$ cat src/gso_pkg.sv
// Shared types, constants and a saturation helper function for the Gram-Schmidt orthonormaliser.
package gso_pkg;

  localparam int DEF_MAX_ROWS    = 16;
  localparam int DEF_MAX_COLUMNS = 16;

  localparam int RESW      = 40;  // residual width, Q16.16 with headroom
  localparam int ACCW      = 56;  // dot product accumulator width
  localparam int PRODW     = 65;  // widest product (33 x 32 bits)
  localparam int DVDW      = 62;  // divider dividend and quotient width
  localparam int DIV_STEPS = 62;

  localparam logic [1:0] REG_ROWS      = 2'd0;
  localparam logic [1:0] REG_COLUMNS   = 2'd1;
  localparam logic [1:0] REG_FIRST_THR = 2'd2;
  localparam logic [1:0] REG_LATER_THR = 2'd3;

  typedef enum logic [4:0] {
    S_IDLE,
    S_DOT_RD,
    S_DOT_MUL,
    S_DOT_ACC,
    S_DOT_PS,
    S_SUB_RD,
    S_SUB_MUL,
    S_SUB_WR,
    S_NRM_RD,
    S_NRM_CLAMP,
    S_NRM_MUL,
    S_NRM_ACC,
    S_SQRT,
    S_THR,
    S_OUT_RD,
    S_OUT_CALC,
    S_OUT_DIV,
    S_OUT_EMIT
  } gso_state_t;

  // Saturates a signed value to the signed 32-bit range.
  function automatic logic signed [31:0] sat32(input logic signed [63:0] v);
    logic signed [31:0] res;
    if (v > 64'sd2147483647) begin
      res = 32'sh7FFFFFFF;
    end else if (v < -64'sd2147483648) begin
      res = 32'sh80000000;
    end else begin
      res = v[31:0];
    end
    return res;
  endfunction

endpackage

$ cat src/gso_divider.sv
// Restoring divider, one quotient bit per cycle, for the normalisation step.
module gso_divider (
  input  logic                     clk,
  input  logic                     rst_n,
  input  logic                     start,
  input  logic [gso_pkg::DVDW-1:0] dividend,
  input  logic [31:0]              divisor,
  output logic                     done,
  output logic [gso_pkg::DVDW-1:0] quotient
);
  import gso_pkg::*;

  logic            busy_r, busy_nxt;
  logic            done_r, done_nxt;
  logic [5:0]      cnt_r, cnt_nxt;
  logic [DVDW-1:0] dvd_r, dvd_nxt;
  logic [32:0]     rem_r, rem_nxt;
  logic [33:0]     rem_sh;

  always_comb begin
    busy_nxt = busy_r;
    done_nxt = 1'b0;
    cnt_nxt  = cnt_r;
    dvd_nxt  = dvd_r;
    rem_nxt  = rem_r;
    rem_sh   = {rem_r, dvd_r[DVDW-1]};
    if (start) begin
      busy_nxt = 1'b1;
      cnt_nxt  = 6'(DIV_STEPS - 1);
      dvd_nxt  = dividend;
      rem_nxt  = '0;
    end else if (busy_r) begin
      // The quotient bits shift into the dividend register from below.
      if (rem_sh >= {2'b00, divisor}) begin
        rem_nxt = 33'(rem_sh - {2'b00, divisor});
        dvd_nxt = {dvd_r[DVDW-2:0], 1'b1};
      end else begin
        rem_nxt = rem_sh[32:0];
        dvd_nxt = {dvd_r[DVDW-2:0], 1'b0};
      end
      if (cnt_r == 6'd0) begin
        busy_nxt = 1'b0;
        done_nxt = 1'b1;
      end else begin
        cnt_nxt = cnt_r - 6'd1;
      end
    end
  end

  always_ff @(posedge clk) begin
    if (!rst_n) begin
      busy_r <= 1'b0;
      done_r <= 1'b0;
    end else begin
      busy_r <= busy_nxt;
      done_r <= done_nxt;
    end
    cnt_r <= cnt_nxt;
    dvd_r <= dvd_nxt;
    rem_r <= rem_nxt;
  end

  assign done     = done_r;
  assign quotient = dvd_r;

endmodule

$ cat config.mk
export PLATFORM = sky130hd
export DESIGN_NAME = gso_divider
export DESIGN_NICKNAME = d
export VERILOG_FILES = /design/src/gso_pkg.sv /design/src/gso_divider.sv
export SDC_FILE = /design/constraint.sdc
export NUM_CORES = 1
export LEC_CHECK = 0
export BUFFER_PORTS_ARGS = -buffer_cell sky130_fd_sc_hd__buf_2
export CAP_MARGIN = 40
export CORE_MARGIN = 2
export CORE_UTILIZATION = 40
export DETAILED_ROUTE_END_ITERATION = 10
export SLEW_MARGIN = 40
export SYNTH_ARGS = -nofsm -noshare
export SYNTH_HDL_FRONTEND = slang
export SYNTH_SLANG_ARGS = --single-unit
$ cat constraint.sdc
create_clock -name clk -period 3.7 [get_ports clk]
set_clock_uncertainty 0.2 [all_clocks]
set_input_delay 0.74 -clock clk [delete_from_list [all_inputs] [get_ports clk]]
set_output_delay 0.74 -clock clk [all_outputs]
set_load 0.02 [all_outputs]
* Word-level counts from Yosys, hierarchy flattened
Cells that the tools add are included.
** Word-level totals
- Bits in registers :: 103
- Input port bits :: 97
** Operators by class
- Add/sub/neg operators :: 2
- Order comparisons :: 1
- Mux-type cells :: 8
- Bitwise operators :: 3
- Reduce and logical (&&, ||, !) cells :: 4
** Operators with widths (number)
- 2-to-1 mux 62 bit :: 2
- >= comparator 34 x 32 -> 1 bit :: 1
- 2-to-1 mux 33 bit :: 1
- subtractor 33 x 32 -> 33 bit :: 1
- zero test 6 bit :: 1
- subtractor 6 x 1 -> 6 bit (second input constant) :: 1
- 2-to-1 mux 1 bit :: 5
- NOT 1 bit :: 3
- OR reduction 3 bit :: 1
- AND reduction 2 bit :: 1
- nonzero test 2 bit :: 1

* Longest topological paths before layout
- Word-level depth :: 4
- Depth in mapped cells :: 15
- Depth with buffers taken out :: 13

* Worst setup path after synthesis
Ideal clock, no wire load.
- Path kind :: input to register
- Start point :: input port divisor[0]
- End point :: register rem_r[18]
- Arrival :: 3003 ps
- Data required time :: 3366 ps
- Slack :: 363 ps
- Cell stages on the path :: 13
- Cells stage by stage :: ha_1 -> inv_1 -> fa_1 -> a211oi_2 -> o21ai_1 -> a32oi_2 -> a21bo_2 -> o21ai_1 -> a21oi_2 -> buf_4 -> mux2_1 -> mux2i_1 -> nor2_1
** On the way
- Longest elaborated chain between the ends :: 2
- Elaborated cells on any way between the ends :: 3
- Classes of those cells :: add/sub: 1; order compare: 1; mux: 1
** Ends and longest elaborated chain
- start, declared :: line gso_divider.sv:7 : input logic [31:0] divisor,
- subtractor 33 x 32 -> 33 bit / >= comparator 34 x 32 -> 1 bit (equally long branches) :: line gso_divider.sv:35, gso_divider.sv:34
- 2-to-1 mux 33 bit (*) :: line gso_divider.sv:34 : if (rem_sh >= {2'b00, divisor}) begin
- end signal, assigned :: line gso_divider.sv:60 : rem_r <= rem_nxt;
- end, declared :: line gso_divider.sv:17 : logic [32:0] rem_r, rem_nxt;
Every way passes the cells marked *; elsewhere a longest branch is shown, timed or not.
A chain may end at the register's enable or synchronous reset.

* Worst setup path after layout
- Start point :: register dvd_r[61] (netlist: quotient[61])
- End point :: register rem_r[15]
** On the way
- Longest elaborated chain between the ends :: 2
- Elaborated cells on any way between the ends :: 3
- Classes of those cells :: add/sub: 1; order compare: 1; mux: 1
** Ends and longest elaborated chain
- start, declared :: line gso_divider.sv:16 : logic [DVDW-1:0] dvd_r, dvd_nxt;
- start signal, assigned :: line gso_divider.sv:59 : dvd_r <= dvd_nxt;
- subtractor 33 x 32 -> 33 bit / >= comparator 34 x 32 -> 1 bit (equally long branches) :: line gso_divider.sv:35, gso_divider.sv:34
- 2-to-1 mux 33 bit (*) :: line gso_divider.sv:34
Marks and branches as above.

==> results.yml <==
outcome:
  status: "finished clean"
floorplanning:
  dieHeight_um: 130
  ios: 160
  dieArea_mm2: 0.0169
  core_area_mm2: 0.0153
  start_util_pct: 41.3
  die_width_um: 130
  rows: 45
clocking:
  cts_num_sinks: 103
  cts_resized: 0
  cts_buffers: 9
  postCtsSetupRepairBufs: 0
  cts-root-buf: "clkbuf_16"
  cts_tree: "built"
  worstSkewPairLatency_ns: 0.36
  cts_max_level: 3
  path_clk_slew_ns: 0.07
  cts-hold-fix-buffers: 0
  cts_buffer_depth: 2
logic_synthesis:
  synth_nets: 752
  yosysSeqAreaShare_pct: 42.4
  syn_area_mm2: 0.00633
  yosysTopAreaCellShare_pct: 29.4
  synthDistinctLibCells: 55
  synthAdderAreaFrac_pct: 7.04
  yosysWarnings: 0
  netlist_instances: 620
  syn_avg_cell_area_um2: 10.2
  synth_ff_type: "edfxtp_1"
  synth_compound_area_share_pct: 17.8
  async_flop_share_pct: 0
  synth_area_leaders: "edfxtp_1 29%, dfxtp_1 13%, mux2_2 11%"
  synth_edf_count: 62
  synth_xor_area_share_pct: 4.43
  synth_top_area_cell: "edfxtp_1"
  synth-simple-area-share_pct: 10.1
  ys_ff_latch: 103
  synth.mux.area_fraction_pct: 12.9
  synth_top_family_by_area: "compound AO/OA/AOI/OAI gates"
route:
  drtAntennaViolNets: 0
  num_vias: 5109
  vias_per_cell: 5.20
  drt_wl_total_um: 15600
  wire_per_inst_um: 15.8
  drtIter0Drc: 299
  firstDrtPassIters: 4
  drt_drc_violations_left: 0
worst_setup_path:
  critPathRequiredTime_ns: 3.71
  startpoint: "quotient[61]$_DFFE_PP_"
  cp-end-kind: "flip-flop"
  arrival_ns: 3.44
  cp-start-kind: "flip-flop"
  cp.buffers_inverters: 3
  slowest_stage: "edfxtp_1"
  worstPathCellList: "inv_1 -> ha_1 -> inv_1 -> fa_1 -> a211oi_2 -> o21ai_1 -> a32oi_2 -> a21bo_2 -> o21ai_1 -> a21oi_4 -> buf_4 -> nor2_1 -> a21oi_1 -> a211oi_2"
  crit_family: "compound AO/OA/AOI/OAI gates"
  criticalPathCategory: "flip-flop to flip-flop"
  slowest_delay_ns: 0.47
  path_max_fanout: 15
  reg2reg_from: "quotient[61]$_DFFE_PP_"
finish:
  drive_gt1_share_pct: 35.0
  nFillCells: 1433
  final_common_cell: "buf_2"
  fin_nets: 898
  multi_input_area_mm2: 0.00332
  seqCellArea_mm2: 0.00268
  area_growth_pct: 20.3
  layout_common_cells: "158 x buf_2, 62 x edfxtp_1, 61 x mux2_2"
timing:
  fin_setup_tns_ns: 0
  finalSetupViolCount: 0
  tightest_slew_ns: 0.660
  fin_crit_sh_pct: 92.6
  post-route-min-period_ns: 3.43
  slew_violations: 0
  rsz0062_at_grt: "false"
  whs_ns: 0.275
  fmax_mhz: 292
  hold_viol_final: 0
  slew_headroom_pct: 56.0
grt:
  grt_max_degree: 43
  grt_pass1_vias: 5194
  grt_antenna_before_repair: 2
  gr-total-overflow: 0
  grt_pass1_wl_um: 25100
  grt_usage_pct: 18.7
place:
  place_congestion: 0.908
  portBuffers: 159
  dp_hpwl_um: 11700
hold_path:
  holdCritPathClass: "flip-flop to flip-flop"
  worstHoldStart: "rem_r[30]$_SDFFE_PP0P_"
power_and_ir_drop:
  power_density_mw_per_mm2: 406
  irDropWorstVdd_mv: 0.379
  p_leak_nw: 3.45
run:
  maxCapViolations: 0
## per-stage QoR
step           std cells  area, µm²  util [%]  power [mW]  worst slack (ns)
2_1_floorplan        620       6330         -        1.93             0.363
3_3_place_gp         966       7310      47.8        2.14             0.134
3_5_place_dp         966       7310      47.8        2.15            0.0128
4_1_cts              982       7620      49.7        3.14             0.246
5_1_grt              982       7620      49.7        3.26          0.000450
6_report             983       7620      49.7        3.10             0.274
## final timing paths
check	end	slack, ns	cells after the start
max	rem_r[15]$_SDFFE_PP0P_	0.27	14
min	rem_r[30]$_SDFFE_PP0P_	0.27	2
max reg2reg	rem_r[15]$_SDFFE_PP0P_	0.27	14
min reg2reg	rem_r[30]$_SDFFE_PP0P_	0.27	2
## flip-flops by register name (all words and copies together) (netlist names)
name,count
cnt_r,6
busy_r,1
done,1
quotient,62
rem_r,33
## where the power goes
part / total, mW / internal [mW] / leakage [nW] / switching [mW]
clock: 0.966 / 0.484 / 0.149 / 0.482
sequential: 1.40 / 1.33 / 0.960 / 0.0647
combinational: 0.733 / 0.312 / 2.34 / 0.420
## cell type report
| cell class | count | share of cell area (%) |
|---|---|---|
| multi-input cells | 440 | 43.6 |
| diodes | 1 | 0.0328 |
| clock inverters | 7 | 1.00 |
| inverters | 40 | 1.97 |
| clock buffers | 9 | 2.96 |
| flip-flops and latches | 103 | 35.2 |
| repair buffers | 172 | 11.8 |
| well taps | 211 | 3.47 |
## worst reg2reg max path: stages (launching register included)
cell	delay (ns)
edfxtp_1	0.47
inv_1	0.10
ha_1	0.18
inv_1	0.06
fa_1	0.43
a211oi_2	0.27
o21ai_1	0.14
a32oi_2	0.27
a21bo_2	0.23
o21ai_1	0.12
a21oi_4	0.22
buf_4	0.25
nor2_1	0.07
a21oi_1	0.18
a211oi_2	0.11
## cell usage after synthesis, types with 20 or more instances
| cell type | n |
|---|---|
| clkbuf_1 | 23 |
| a21oi_1 | 49 |
| o21ai_0 | 20 |
| inv_1 | 40 |
| ha_1 | 34 |
| dfxtp_1 | 41 |
| nand2_1 | 31 |
| edfxtp_1 | 62 |
| a21o_1 | 24 |
| mux2_2 | 61 |
| xnor2_1 | 21 |
| nor2_1 | 49 |
## cell families after synthesis
logic type / after synthesis
xor gates and xnor gates: 32
AOI/OAI and AO/OA: 163
buffers and inverters: 77
and+or+nand+nor: 136
muxes: 74
DFF: 103
adders and majority gates: 35
## metal layers
metal | wire, µm | vias to the layer above | global-route usage, %
met5 | 13 | - | 0
li1 | - | 2549 | -
met2 | 7620 | 127 | 31.7
met1 | 7070 | 2417 | 23.8
met3 | 729 | 14 | 5.37
met4 | 138 | 2 | 4.05
Note: power is estimated with default switching activity, not from simulation.
